===== config.mk =====
export PLATFORM = sky130hd
export DESIGN_NAME = masked_weighted_mean_top
export DESIGN_NICKNAME = d
export VERILOG_FILES = /design/src/design/mwm_pkg.sv /design/src/design/mwm_front.sv /design/src/design/mwm_queue.sv /design/src/design/mwm_back.sv /design/src/design/masked_weighted_mean_top.sv
export SDC_FILE = /design/constraint.sdc
export NUM_CORES = 2
export LEC_CHECK = 0
export BUFFER_PORTS_ARGS = -buffer_cell sky130_fd_sc_hd__buf_4
export CORE_MARGIN = 2
export CORE_UTILIZATION = 35
export CTS_CLUSTER_SIZE = 14
export DETAILED_ROUTE_END_ITERATION = 10
export PLACE_DENSITY_LB_ADDON = 0.05
export SETUP_SLACK_MARGIN = 0.5
export SKIP_CTS_REPAIR_TIMING = 1
export SYNTH_ARGS = -nofsm -noshare
export SYNTH_HDL_FRONTEND = slang
export SYNTH_HIERARCHICAL = 1
export SYNTH_SLANG_ARGS = --single-unit

===== constraint.sdc =====
create_clock -name clk -period 13.2 [get_ports clk]
set_clock_uncertainty 0.15 [all_clocks]
set_input_delay 2.64 -clock clk [delete_from_list [all_inputs] [get_ports clk]]
set_output_delay 2.64 -clock clk [all_outputs]
set_load 0.02 [all_outputs]

===== src/design/mwm_pkg.sv =====
// Shared types and constants for the masked weighted mean block.
// Used by the front accumulator, the group queue, the divider back end and the top level.
`default_nettype none

package mwm_pkg;

	// Field widths.
	localparam int VALUE_W  = 24;
	localparam int WEIGHT_W = 16;
	localparam int LIMIT_W  = 9;
	localparam int PROD_W   = VALUE_W + WEIGHT_W + 1;
	localparam int WSUM_W   = 48;
	localparam int WTOT_W   = 24;
	localparam int QUO_W    = 25;
	localparam int STEP_W   = 5;
	localparam int DIVD_W   = WSUM_W + 1;

	// Group limit clamp and the weight used when weighting is off.
	localparam logic [LIMIT_W-1:0]  MAX_MEMBERS = 9'd256;
	localparam logic [LIMIT_W-1:0]  CNT_MAX     = 9'h1FF;
	localparam logic [WEIGHT_W-1:0] ONE_Q8_8    = 16'd256;

	// Saturation bounds.
	localparam logic [WSUM_W-1:0]  WSUM_MAX = 48'h7FFF_FFFF_FFFF;
	localparam logic [WSUM_W-1:0]  WSUM_MIN = 48'h8000_0000_0000;
	localparam logic [WTOT_W-1:0]  WTOT_MAX = 24'hFF_FFFF;
	localparam logic [VALUE_W-1:0] MEAN_MAX = 24'h7F_FFFF;
	localparam logic [VALUE_W-1:0] MEAN_MIN = 24'h80_0000;
	localparam logic [QUO_W-1:0]   QPOS_MAX = 25'd8388607;
	localparam logic [QUO_W-1:0]   QNEG_MAX = 25'd8388608;

	// Closed group sums handed from the front to the back.
	typedef struct packed {
		logic [WSUM_W-1:0] wsum;
		logic [WTOT_W-1:0] wtot;
		logic              nonempty;
	} group_sum_t;

	// Queue status seen by the producer and consumer.
	typedef struct packed {
		logic full;
		logic empty;
	} queue_status_t;

	// Divider sequencer states.
	typedef enum logic [1:0] {
		BK_IDLE,
		BK_PREP,
		BK_DIV,
		BK_OUT
	} back_state_t;

endpackage

`default_nettype wire


===== src/design/mwm_front.sv =====
// Front end: accepts members, applies the missing flag and group limit, and accumulates sums.
// Depends on mwm_pkg; pushes closed group sums into the group queue.
`default_nettype none

module mwm_front (
	input  wire logic                          clk,
	input  wire logic                          arst_n,
	input  wire logic                          use_weights,
	input  wire logic                          in_valid,
	output logic                               in_stall,
	input  wire logic signed [mwm_pkg::VALUE_W-1:0]  member_value,
	input  wire logic                          member_missing,
	input  wire logic [mwm_pkg::WEIGHT_W-1:0]  member_weight,
	input  wire logic [mwm_pkg::LIMIT_W-1:0]   member_limit,
	input  wire logic                          group_last,
	input  wire mwm_pkg::queue_status_t        q_status,
	output logic                               push,
	output mwm_pkg::group_sum_t                push_data
);

	logic                                   accept;
	logic                                   take;
	logic [mwm_pkg::WEIGHT_W-1:0]           w;
	logic [mwm_pkg::LIMIT_W-1:0]            lim_eff;
	logic [mwm_pkg::LIMIT_W-1:0]            cnt_next;
	logic                                   reached;
	logic                                   advance;

	logic [mwm_pkg::LIMIT_W-1:0]            cnt_q;
	logic                                   lim_reached_q;

	logic                                   valid_s1;
	logic                                   take_s1;
	logic                                   last_s1;
	logic                                   nz_s1;
	logic signed [mwm_pkg::PROD_W-1:0]      prod_s1;
	logic [mwm_pkg::WEIGHT_W-1:0]           w_s1;

	logic [mwm_pkg::WSUM_W-1:0]             wsum_q;
	logic [mwm_pkg::WTOT_W-1:0]             wtot_q;
	logic [mwm_pkg::WSUM_W:0]               wsum_add;
	logic [mwm_pkg::WTOT_W:0]               wtot_add;
	logic [mwm_pkg::WSUM_W-1:0]             wsum_new;
	logic [mwm_pkg::WTOT_W-1:0]             wtot_new;

	// A closed group waits in stage one while the queue is full.
	assign in_stall = valid_s1 && last_s1 && q_status.full;
	assign accept   = in_valid && !in_stall;
	assign advance  = valid_s1 && !(last_s1 && q_status.full);

	// Member classification and the group limit bookkeeping.
	always_comb begin
		take     = !lim_reached_q && !member_missing;
		w        = use_weights ? member_weight : mwm_pkg::ONE_Q8_8;
		lim_eff  = (member_limit > mwm_pkg::MAX_MEMBERS) ? mwm_pkg::MAX_MEMBERS : member_limit;
		cnt_next = (take && cnt_q != mwm_pkg::CNT_MAX) ? cnt_q + 9'd1 : cnt_q;
		reached  = take && (cnt_next >= lim_eff);
	end

	always_ff @(posedge clk or negedge arst_n) begin
		if (!arst_n) begin
			cnt_q         <= '0;
			lim_reached_q <= 1'b0;
		end else if (accept) begin
			if (group_last) begin
				cnt_q         <= '0;
				lim_reached_q <= 1'b0;
			end else begin
				cnt_q         <= cnt_next;
				lim_reached_q <= lim_reached_q | reached;
			end
		end
	end

	// Stage one: product register and member flags.
	always_ff @(posedge clk or negedge arst_n) begin
		if (!arst_n) begin
			valid_s1 <= 1'b0;
		end else if (!in_stall) begin
			valid_s1 <= accept;
		end
	end

	always_ff @(posedge clk) begin
		if (accept) begin
			take_s1 <= take;
			last_s1 <= group_last;
			nz_s1   <= (cnt_next != '0);
			w_s1    <= w;
			prod_s1 <= member_value * $signed({1'b0, w});
		end
	end

	// Saturating adds into the group sums.
	always_comb begin
		wsum_add = {wsum_q[mwm_pkg::WSUM_W-1], wsum_q}
			+ {{(mwm_pkg::WSUM_W + 1 - mwm_pkg::PROD_W){prod_s1[mwm_pkg::PROD_W-1]}}, prod_s1};
		wtot_add = {1'b0, wtot_q} + {{(mwm_pkg::WTOT_W + 1 - mwm_pkg::WEIGHT_W){1'b0}}, w_s1};
		wsum_new = wsum_q;
		wtot_new = wtot_q;
		if (take_s1) begin
			if (wsum_add[mwm_pkg::WSUM_W] != wsum_add[mwm_pkg::WSUM_W-1]) begin
				wsum_new = wsum_add[mwm_pkg::WSUM_W] ? mwm_pkg::WSUM_MIN : mwm_pkg::WSUM_MAX;
			end else begin
				wsum_new = wsum_add[mwm_pkg::WSUM_W-1:0];
			end
			wtot_new = wtot_add[mwm_pkg::WTOT_W] ? mwm_pkg::WTOT_MAX
				: wtot_add[mwm_pkg::WTOT_W-1:0];
		end
	end

	// Stage two: accumulators, cleared once a group is handed on.
	always_ff @(posedge clk or negedge arst_n) begin
		if (!arst_n) begin
			wsum_q <= '0;
			wtot_q <= '0;
		end else if (advance) begin
			if (last_s1) begin
				wsum_q <= '0;
				wtot_q <= '0;
			end else begin
				wsum_q <= wsum_new;
				wtot_q <= wtot_new;
			end
		end
	end

	// Queue write on the closing member.
	always_comb begin
		push               = advance && last_s1;
		push_data.wsum     = wsum_new;
		push_data.wtot     = wtot_new;
		push_data.nonempty = nz_s1 && (wtot_new != '0);
	end

endmodule

`default_nettype wire


===== src/design/mwm_queue.sv =====
// Two-entry queue of closed group sums between the front end and the divider.
// Depends on mwm_pkg for the entry type and the status struct.
`default_nettype none

module mwm_queue (
	input  wire logic                  clk,
	input  wire logic                  arst_n,
	input  wire logic                  push,
	input  wire mwm_pkg::group_sum_t   push_data,
	input  wire logic                  pop,
	output mwm_pkg::group_sum_t        head,
	output mwm_pkg::queue_status_t     status
);

	mwm_pkg::group_sum_t mem_q [2];
	logic                wr_ptr_q;
	logic                rd_ptr_q;
	logic [1:0]          fill_q;

	// Entry storage.
	always_ff @(posedge clk) begin
		if (push) begin
			mem_q[wr_ptr_q] <= push_data;
		end
	end

	// Pointers and fill level.
	always_ff @(posedge clk or negedge arst_n) begin
		if (!arst_n) begin
			wr_ptr_q <= 1'b0;
			rd_ptr_q <= 1'b0;
			fill_q   <= 2'd0;
		end else begin
			if (push) begin
				wr_ptr_q <= !wr_ptr_q;
			end
			if (pop) begin
				rd_ptr_q <= !rd_ptr_q;
			end
			case ({push, pop})
				2'b10:   fill_q <= fill_q + 2'd1;
				2'b01:   fill_q <= fill_q - 2'd1;
				default: fill_q <= fill_q;
			endcase
		end
	end

	assign head         = mem_q[rd_ptr_q];
	assign status.full  = (fill_q == 2'd2);
	assign status.empty = (fill_q == 2'd0);

endmodule

`default_nettype wire


===== src/design/mwm_back.sv =====
// Back end: restoring divider that turns group sums into a rounded, saturated mean.
// Depends on mwm_pkg; reads the group queue and drives the result register.
`default_nettype none

module mwm_back (
	input  wire logic                          clk,
	input  wire logic                          arst_n,
	input  wire mwm_pkg::group_sum_t           head,
	input  wire mwm_pkg::queue_status_t        q_status,
	output logic                               pop,
	output logic                               out_valid,
	input  wire logic                          out_stall,
	output logic signed [mwm_pkg::VALUE_W-1:0] mean_value,
	output logic                               mean_valid
);

	mwm_pkg::back_state_t            state_q;
	mwm_pkg::back_state_t            state_next;

	logic [mwm_pkg::DIVD_W-1:0]      rem_q;
	logic [mwm_pkg::WSUM_W-1:0]      dsh_q;
	logic [mwm_pkg::WTOT_W-1:0]      div_q;
	logic [mwm_pkg::QUO_W-1:0]       quo_q;
	logic [mwm_pkg::STEP_W-1:0]      step_q;
	logic                            neg_q;
	logic                            ok_q;
	logic                            ovf_q;

	logic                            out_valid_q;
	logic [mwm_pkg::VALUE_W-1:0]     mean_value_q;
	logic                            mean_valid_q;

	logic [mwm_pkg::WSUM_W-1:0]      mag;
	logic [mwm_pkg::DIVD_W-1:0]      dividend;
	logic                            ovf;
	logic                            ge;
	logic                            load_out;
	logic [mwm_pkg::QUO_W-1:0]       quo_neg;
	logic [mwm_pkg::VALUE_W-1:0]     mean_calc;

	// Dividend: magnitude of the weighted sum plus half the weight sum.
	always_comb begin
		mag      = head.wsum[mwm_pkg::WSUM_W-1] ? (~head.wsum + 48'd1) : head.wsum;
		dividend = {1'b0, mag}
			+ {{(mwm_pkg::DIVD_W - mwm_pkg::WTOT_W + 1){1'b0}}, head.wtot[mwm_pkg::WTOT_W-1:1]};
		ovf      = (rem_q[mwm_pkg::DIVD_W-1:mwm_pkg::QUO_W] >= div_q);
		ge       = (rem_q >= {1'b0, dsh_q});
		load_out = !out_valid_q || !out_stall;
	end

	// Final rounding result with saturation.
	always_comb begin
		quo_neg = ~quo_q + 25'd1;
		if (!ok_q) begin
			mean_calc = '0;
		end else if (neg_q) begin
			mean_calc = (ovf_q || quo_q > mwm_pkg::QNEG_MAX) ? mwm_pkg::MEAN_MIN
				: quo_neg[mwm_pkg::VALUE_W-1:0];
		end else begin
			mean_calc = (ovf_q || quo_q > mwm_pkg::QPOS_MAX) ? mwm_pkg::MEAN_MAX
				: quo_q[mwm_pkg::VALUE_W-1:0];
		end
	end

	// Sequencer state register.
	always_ff @(posedge clk or negedge arst_n) begin
		if (!arst_n) begin
			state_q <= mwm_pkg::BK_IDLE;
		end else begin
			state_q <= state_next;
		end
	end

	// Sequencer next state and queue pop.
	always_comb begin
		state_next = state_q;
		pop        = 1'b0;
		unique case (state_q)
			mwm_pkg::BK_IDLE: begin
				if (!q_status.empty) begin
					pop        = 1'b1;
					state_next = mwm_pkg::BK_PREP;
				end
			end
			mwm_pkg::BK_PREP: begin
				state_next = (!ok_q || ovf) ? mwm_pkg::BK_OUT : mwm_pkg::BK_DIV;
			end
			mwm_pkg::BK_DIV: begin
				if (step_q == '0) begin
					state_next = mwm_pkg::BK_OUT;
				end
			end
			mwm_pkg::BK_OUT: begin
				if (load_out) begin
					state_next = mwm_pkg::BK_IDLE;
				end
			end
			default: state_next = mwm_pkg::BK_IDLE;
		endcase
	end

	// Divider datapath: one quotient bit per cycle.
	always_ff @(posedge clk) begin
		case (state_q)
			mwm_pkg::BK_IDLE: begin
				rem_q <= dividend;
				div_q <= head.wtot;
				neg_q <= head.wsum[mwm_pkg::WSUM_W-1];
				ok_q  <= head.nonempty;
			end
			mwm_pkg::BK_PREP: begin
				ovf_q  <= ovf;
				dsh_q  <= {div_q, {(mwm_pkg::WSUM_W - mwm_pkg::WTOT_W){1'b0}}};
				step_q <= 5'(mwm_pkg::QUO_W - 1);
				quo_q  <= '0;
			end
			mwm_pkg::BK_DIV: begin
				if (ge) begin
					rem_q <= rem_q - {1'b0, dsh_q};
				end
				quo_q  <= {quo_q[mwm_pkg::QUO_W-2:0], ge};
				dsh_q  <= dsh_q >> 1;
				step_q <= step_q - 5'd1;
			end
			default: begin
				rem_q <= rem_q;
			end
		endcase
	end

	// Result register.
	always_ff @(posedge clk or negedge arst_n) begin
		if (!arst_n) begin
			out_valid_q <= 1'b0;
		end else if (state_q == mwm_pkg::BK_OUT && load_out) begin
			out_valid_q <= 1'b1;
		end else if (!out_stall) begin
			out_valid_q <= 1'b0;
		end
	end

	always_ff @(posedge clk) begin
		if (state_q == mwm_pkg::BK_OUT && load_out) begin
			mean_value_q <= mean_calc;
			mean_valid_q <= ok_q;
		end
	end

	assign out_valid  = out_valid_q;
	assign mean_value = mean_value_q;
	assign mean_valid = mean_valid_q;

endmodule

`default_nettype wire


===== src/design/masked_weighted_mean_top.sv =====
// Top level of the masked weighted mean block: config register, front end, queue, divider.
// Depends on mwm_pkg, mwm_front, mwm_queue and mwm_back.
//
// Channel  Direction  Handshake              Carries
// in       input      in_valid / in_stall    member_value, member_missing, member_weight,
//                                            member_limit, group_last
// out      output     out_valid / out_stall  mean_value, mean_valid
// cfg      input      cfg_valid / cfg_ready  use_weights
//
// Members are taken one per cycle while in_stall is low; a product register and an accumulator stage follow.
// Each closed group goes through the divider's 25-step restoring division, which is skipped when the
// quotient is known to saturate or the group is empty; a two-entry queue lets the
// next groups accumulate meanwhile. Reset is asynchronous and clears all control state;
// use_weights resets to 1. in_stall rises only when a closing member finds the queue full.
`default_nettype none

module masked_weighted_mean_top (
	input  wire logic                                 clk,
	input  wire logic                                 arst_n,
	input  wire logic                                 in_valid,
	output logic                                      in_stall,
	input  wire logic signed [mwm_pkg::VALUE_W-1:0]   member_value,
	input  wire logic                                 member_missing,
	input  wire logic [mwm_pkg::WEIGHT_W-1:0]         member_weight,
	input  wire logic [mwm_pkg::LIMIT_W-1:0]          member_limit,
	input  wire logic                                 group_last,
	output logic                                      out_valid,
	input  wire logic                                 out_stall,
	output logic signed [mwm_pkg::VALUE_W-1:0]        mean_value,
	output logic                                      mean_valid,
	input  wire logic                                 cfg_valid,
	output logic                                      cfg_ready,
	input  wire logic                                 use_weights
);

	logic                    use_weights_q;
	logic                    push;
	logic                    pop;
	mwm_pkg::group_sum_t     push_data;
	mwm_pkg::group_sum_t     head;
	mwm_pkg::queue_status_t  q_status;

	// Configuration register, always writable.
	assign cfg_ready = 1'b1;

	always_ff @(posedge clk or negedge arst_n) begin
		if (!arst_n) begin
			use_weights_q <= 1'b1;
		end else if (cfg_valid && cfg_ready) begin
			use_weights_q <= use_weights;
		end
	end

	// Member accumulation.
	mwm_front u_front (
		.clk            (clk),
		.arst_n         (arst_n),
		.use_weights    (use_weights_q),
		.in_valid       (in_valid),
		.in_stall       (in_stall),
		.member_value   (member_value),
		.member_missing (member_missing),
		.member_weight  (member_weight),
		.member_limit   (member_limit),
		.group_last     (group_last),
		.q_status       (q_status),
		.push           (push),
		.push_data      (push_data)
	);

	// Group sum queue.
	mwm_queue u_queue (
		.clk       (clk),
		.arst_n    (arst_n),
		.push      (push),
		.push_data (push_data),
		.pop       (pop),
		.head      (head),
		.status    (q_status)
	);

	// Division and result register.
	mwm_back u_back (
		.clk        (clk),
		.arst_n     (arst_n),
		.head       (head),
		.q_status   (q_status),
		.pop        (pop),
		.out_valid  (out_valid),
		.out_stall  (out_stall),
		.mean_value (mean_value),
		.mean_valid (mean_valid)
	);

	// The front end never writes a full queue.
	a_no_push_full: assert property (@(posedge clk) disable iff (!arst_n)
		push |-> !q_status.full)
		else $error("group pushed into a full queue");

	// The divider never reads an empty queue.
	a_no_pop_empty: assert property (@(posedge clk) disable iff (!arst_n)
		pop |-> !q_status.empty)
		else $error("group popped from an empty queue");

	// An invalid mean always carries a zero value.
	a_invalid_zero: assert property (@(posedge clk) disable iff (!arst_n)
		(out_valid && !mean_valid) |-> (mean_value == '0))
		else $error("invalid mean with nonzero value");

	// A closing member that is stalled means the queue was full.
	a_stall_cause: assert property (@(posedge clk) disable iff (!arst_n)
		in_stall |-> q_status.full)
		else $error("input stalled with room in the queue");

endmodule

`default_nettype wire


==> impl_metrics.env <==
export IMPL_grt_pass1_vias=33571
export IMPL_cts_buffer_depth=3
export IMPL_drv_slew=0
export IMPL_synth_cell_types=103
export IMPL_crit_chain="buf_4 -> and2_1 -> nand2_1 -> fa_1 -> inv_1 -> fa_1 -> fa_1 -> fa_1 -> fa_1 -> inv_1 -> fa_1 -> inv_1 -> ha_1 -> o21ai_0 -> a211oi_1 -> a221oi_1 -> o21ai_0 -> a211oi_2 -> o21bai_1 -> a21oi_1 -> o21bai_1 -> a21oi_1 -> xnor2_1"
export IMPL_cts_tree="done"
export IMPL_relSlewSlack_pct=25.6
export IMPL_synth_fp_nets=5318
export IMPL_start_util_pct=35.3
export IMPL_hold_path_endpoint="u_queue/fill_q[1]"
export IMPL_grt_pass1_wl_mm=204
export IMPL_ff_latch_area_um2=13800
export IMPL_reg2reg_depth=23
export IMPL_slowest_stage="and2_1"
export IMPL_crit_fanout=23
export IMPL_drive_gt1_share_pct=7.93
export IMPL_r2r_slack_ps=4670
export IMPL_seq_area_frac_synth_pct=31.2
export IMPL_r2r_start="use_weights_q"
export IMPL_fillers=12676
export IMPL_boundaryPins=85
export IMPL_drc=0
export IMPL_syn_area_um2=44300
export IMPL_grt_overflow_total=0
export IMPL_die_area_um2=130000
export IMPL_setup_worst_path_start_class="input port"
export IMPL_cp_num_buf_inv=4
export IMPL_critPathKind="input port to flop"
export IMPL_vias=32334
export IMPL_outcome="complete, no violations"
export IMPL_cp_slowest_stage_delay_ps=820
export IMPL_core_rowCount=130
export IMPL_whs_ps=347
export IMPL_critical_path_required_ps=13460
export IMPL_die_w_um=360
export IMPL_hold_path_class="flop to flop"
export IMPL_clockRootBuffer="clkbuf_16"
export IMPL_rsz0062_at_grt="no"
export IMPL_worstSkewPairLatency_ps=670
export IMPL_maxCapViolations=0
export IMPL_whs_path_depth=1
export IMPL_setup_tns_ps=0
export IMPL_worstHoldStart="u_queue/fill_q[1]"
export IMPL_path_common_cell="fa_1"
export IMPL_antenna_found_initial=0
export IMPL_ys_ff_latch=476
export IMPL_cpLargestDelayFamily="adder cells"
export IMPL_cts_htree_levels=2
export IMPL_diodes=0
export IMPL_hold_viol=0
export IMPL_async_flop_share_pct=19.1
export IMPL_arrival_ps=9410
export IMPL_gp_congestion=0.864
export IMPL_dieHeight_um=360
export IMPL_worst_pin_slew_ps=1120
export IMPL_layout_nets=5285
export IMPL_hpwl_mm=102
export IMPL_worstReg2RegEnd="u_front/prod_s1[28]"
export IMPL_wl_per_cell_um=20.9
export IMPL_drt_antenna_violating_nets=0
export IMPL_multi_input_area_um2=27300
export IMPL_numCtsBuffers=60
export IMPL_dr_pass1_iters=6
export IMPL_grt_start_max_net_pins=82
export IMPL_synthFlopType="edfxtp_1"
export IMPL_synthCells=4597
export IMPL_period_needed_ps=9150
export IMPL_post_route_period_util_pct=69.4
export IMPL_cts_clk_slew_worst_paths_ps=60
export IMPL_area_growth_pct=9.42
export IMPL_wl_mm=131
export IMPL_syn_area_per_cell_um2=9.64
export IMPL_setup_viol=0
export IMPL_cts_sinks=476
export IMPL_core_um2=126000
export IMPL_ys_warn_count=6
export IMPL_vias_per_cell=5.16
export IMPL_io_buffers=83
export IMPL_cp_end_kind="flop"
export IMPL_post_route_cell_area_um2=48500
export IMPL_fmax_ghz=0.109
export IMPL_synth_edff_count=385
export IMPL_grt_util_all_layers_pct=20.1
export IMPL_place_area_um2=46500
export IMPL_drtIter0Drc=1952
[synthesized netlist by cell type, drive strengths merged (52+ instances only)]
library cell  count  area (um^2)
inv             620         2330
nand2           511         1930
edfxtp          385        11600
fa              381         7630
ha              283         3540
nor2            269         1010
a21oi           240         1220
o21ai           228         1160
and3            184         1150
clkbuf          176          671
xnor2           145         1270
dfrtp            90         2250
a21o             85          638
xor2             84          736
mux2             80         1130
nand3            62          315
nor3             59          295
nand4            52          325
[state kept, by name, summed over array words and instances (netlist names), 2 cells and up]
signal / cells
u_queue/mem_q: 146
u_back/rem_q: 49
u_back/dsh_q: 48
u_front/wsum_q: 48
u_front/prod_s1: 41
u_back/quo_q: 25
u_back/div_q: 24
u_back/mean_value: 24
u_front/wtot_q: 24
u_front/w_s1: 16
u_front/cnt_q: 9
u_back/step_q: 5
u_back/state_q: 2
u_queue/fill_q: 2
[per-layer routing]
layer	global-route usage, %	share of wire (%)
met1	27.0	47
met2	35.2	49
met3	1.74	2.4
met4	4.78	2.3
met5	0	0
[stage by stage]
stage          instances  setup slack (ps)  util [%]
2_1_floorplan       4597              4270         -
3_3_place_gp        6152              3360      36.9
3_5_place_dp        6152              3300      36.9
4_1_cts             6266              4050      38.6
5_1_grt             6266              3510      38.6
6_report            6266              4050      38.6
[cell families (layout without fill, tap and decap cells)]
kind of cell / after synthesis / in the layout / share of synthesized area (%)
AO/OA/AOI/OAI: 922 / 922 / 13.8
flip-flops: 476 / 476 / 31.2
buffers and inverters: 835 / 854 / 7.34
XOR/XNOR: 229 / 229 / 4.52
multiplexers: 99 / 99 / 2.99
other: 1 / 1 / 0.00846
adder cells (fa/ha/maj): 664 / 664 / 25.2
AND/OR/NAND/NOR: 1371 / 1371 / 15.0
[placed cells by master, fill, tap and decap left out, types with 21 or more instances in the layout]
cell	netlist	final
clkbuf_16	0	61
buf_4	4	117
nand4_1	52	52
mux2_4	62	62
nand2b_1	32	32
fa_1	381	381
nor2_1	267	264
o21ai_0	178	178
a211oi_1	24	24
o31ai_1	21	21
nand2_1	508	508
o2bb2ai_1	42	42
nor2b_1	27	27
inv_1	620	619
a31oi_1	45	45
and3_1	184	184
nor4_1	23	23
o21bai_1	26	26
a22o_1	25	25
o21ai_1	47	46
ha_1	283	281
xnor2_1	145	145
xor2_1	84	84
or4_1	22	22
nand3_1	61	61
and2_1	34	33
o21a_1	30	30
edfxtp_1	385	385
nor3_1	59	59
or3_1	34	34
dfrtp_1	90	89
a21oi_1	236	236
a21o_1	85	85
[worst max path at each step]
stage / from / to / depth (start not counted)
after floorplan: member_weight[8] / u_front/prod_s1[40] / 23
after detailed placement: member_weight[9] / u_front/prod_s1[28] / 23
after global placement: member_weight[9] / u_front/prod_s1[28] / 23
after CTS: member_weight[9] / u_front/prod_s1[28] / 23
final: member_weight[9] / u_front/prod_s1[28] / 23
after global routing: member_weight[9] / u_front/prod_s1[28] / 23
[cell type report]
| type | count | share of cell area (%) |
|---|---|---|
| multi-input cells | 3286 | 56.3 |
| flip-flops and latches | 476 | 28.5 |
| inverters | 623 | 4.82 |
| well taps | 1650 | 4.26 |
| clock buffers | 80 | 3.40 |
| repair buffers | 117 | 1.81 |
| clock inverters | 34 | 0.849 |
Power is not shown: default switching activity piles up to over one toggle a cycle in this logic, so the estimate is an artifact.
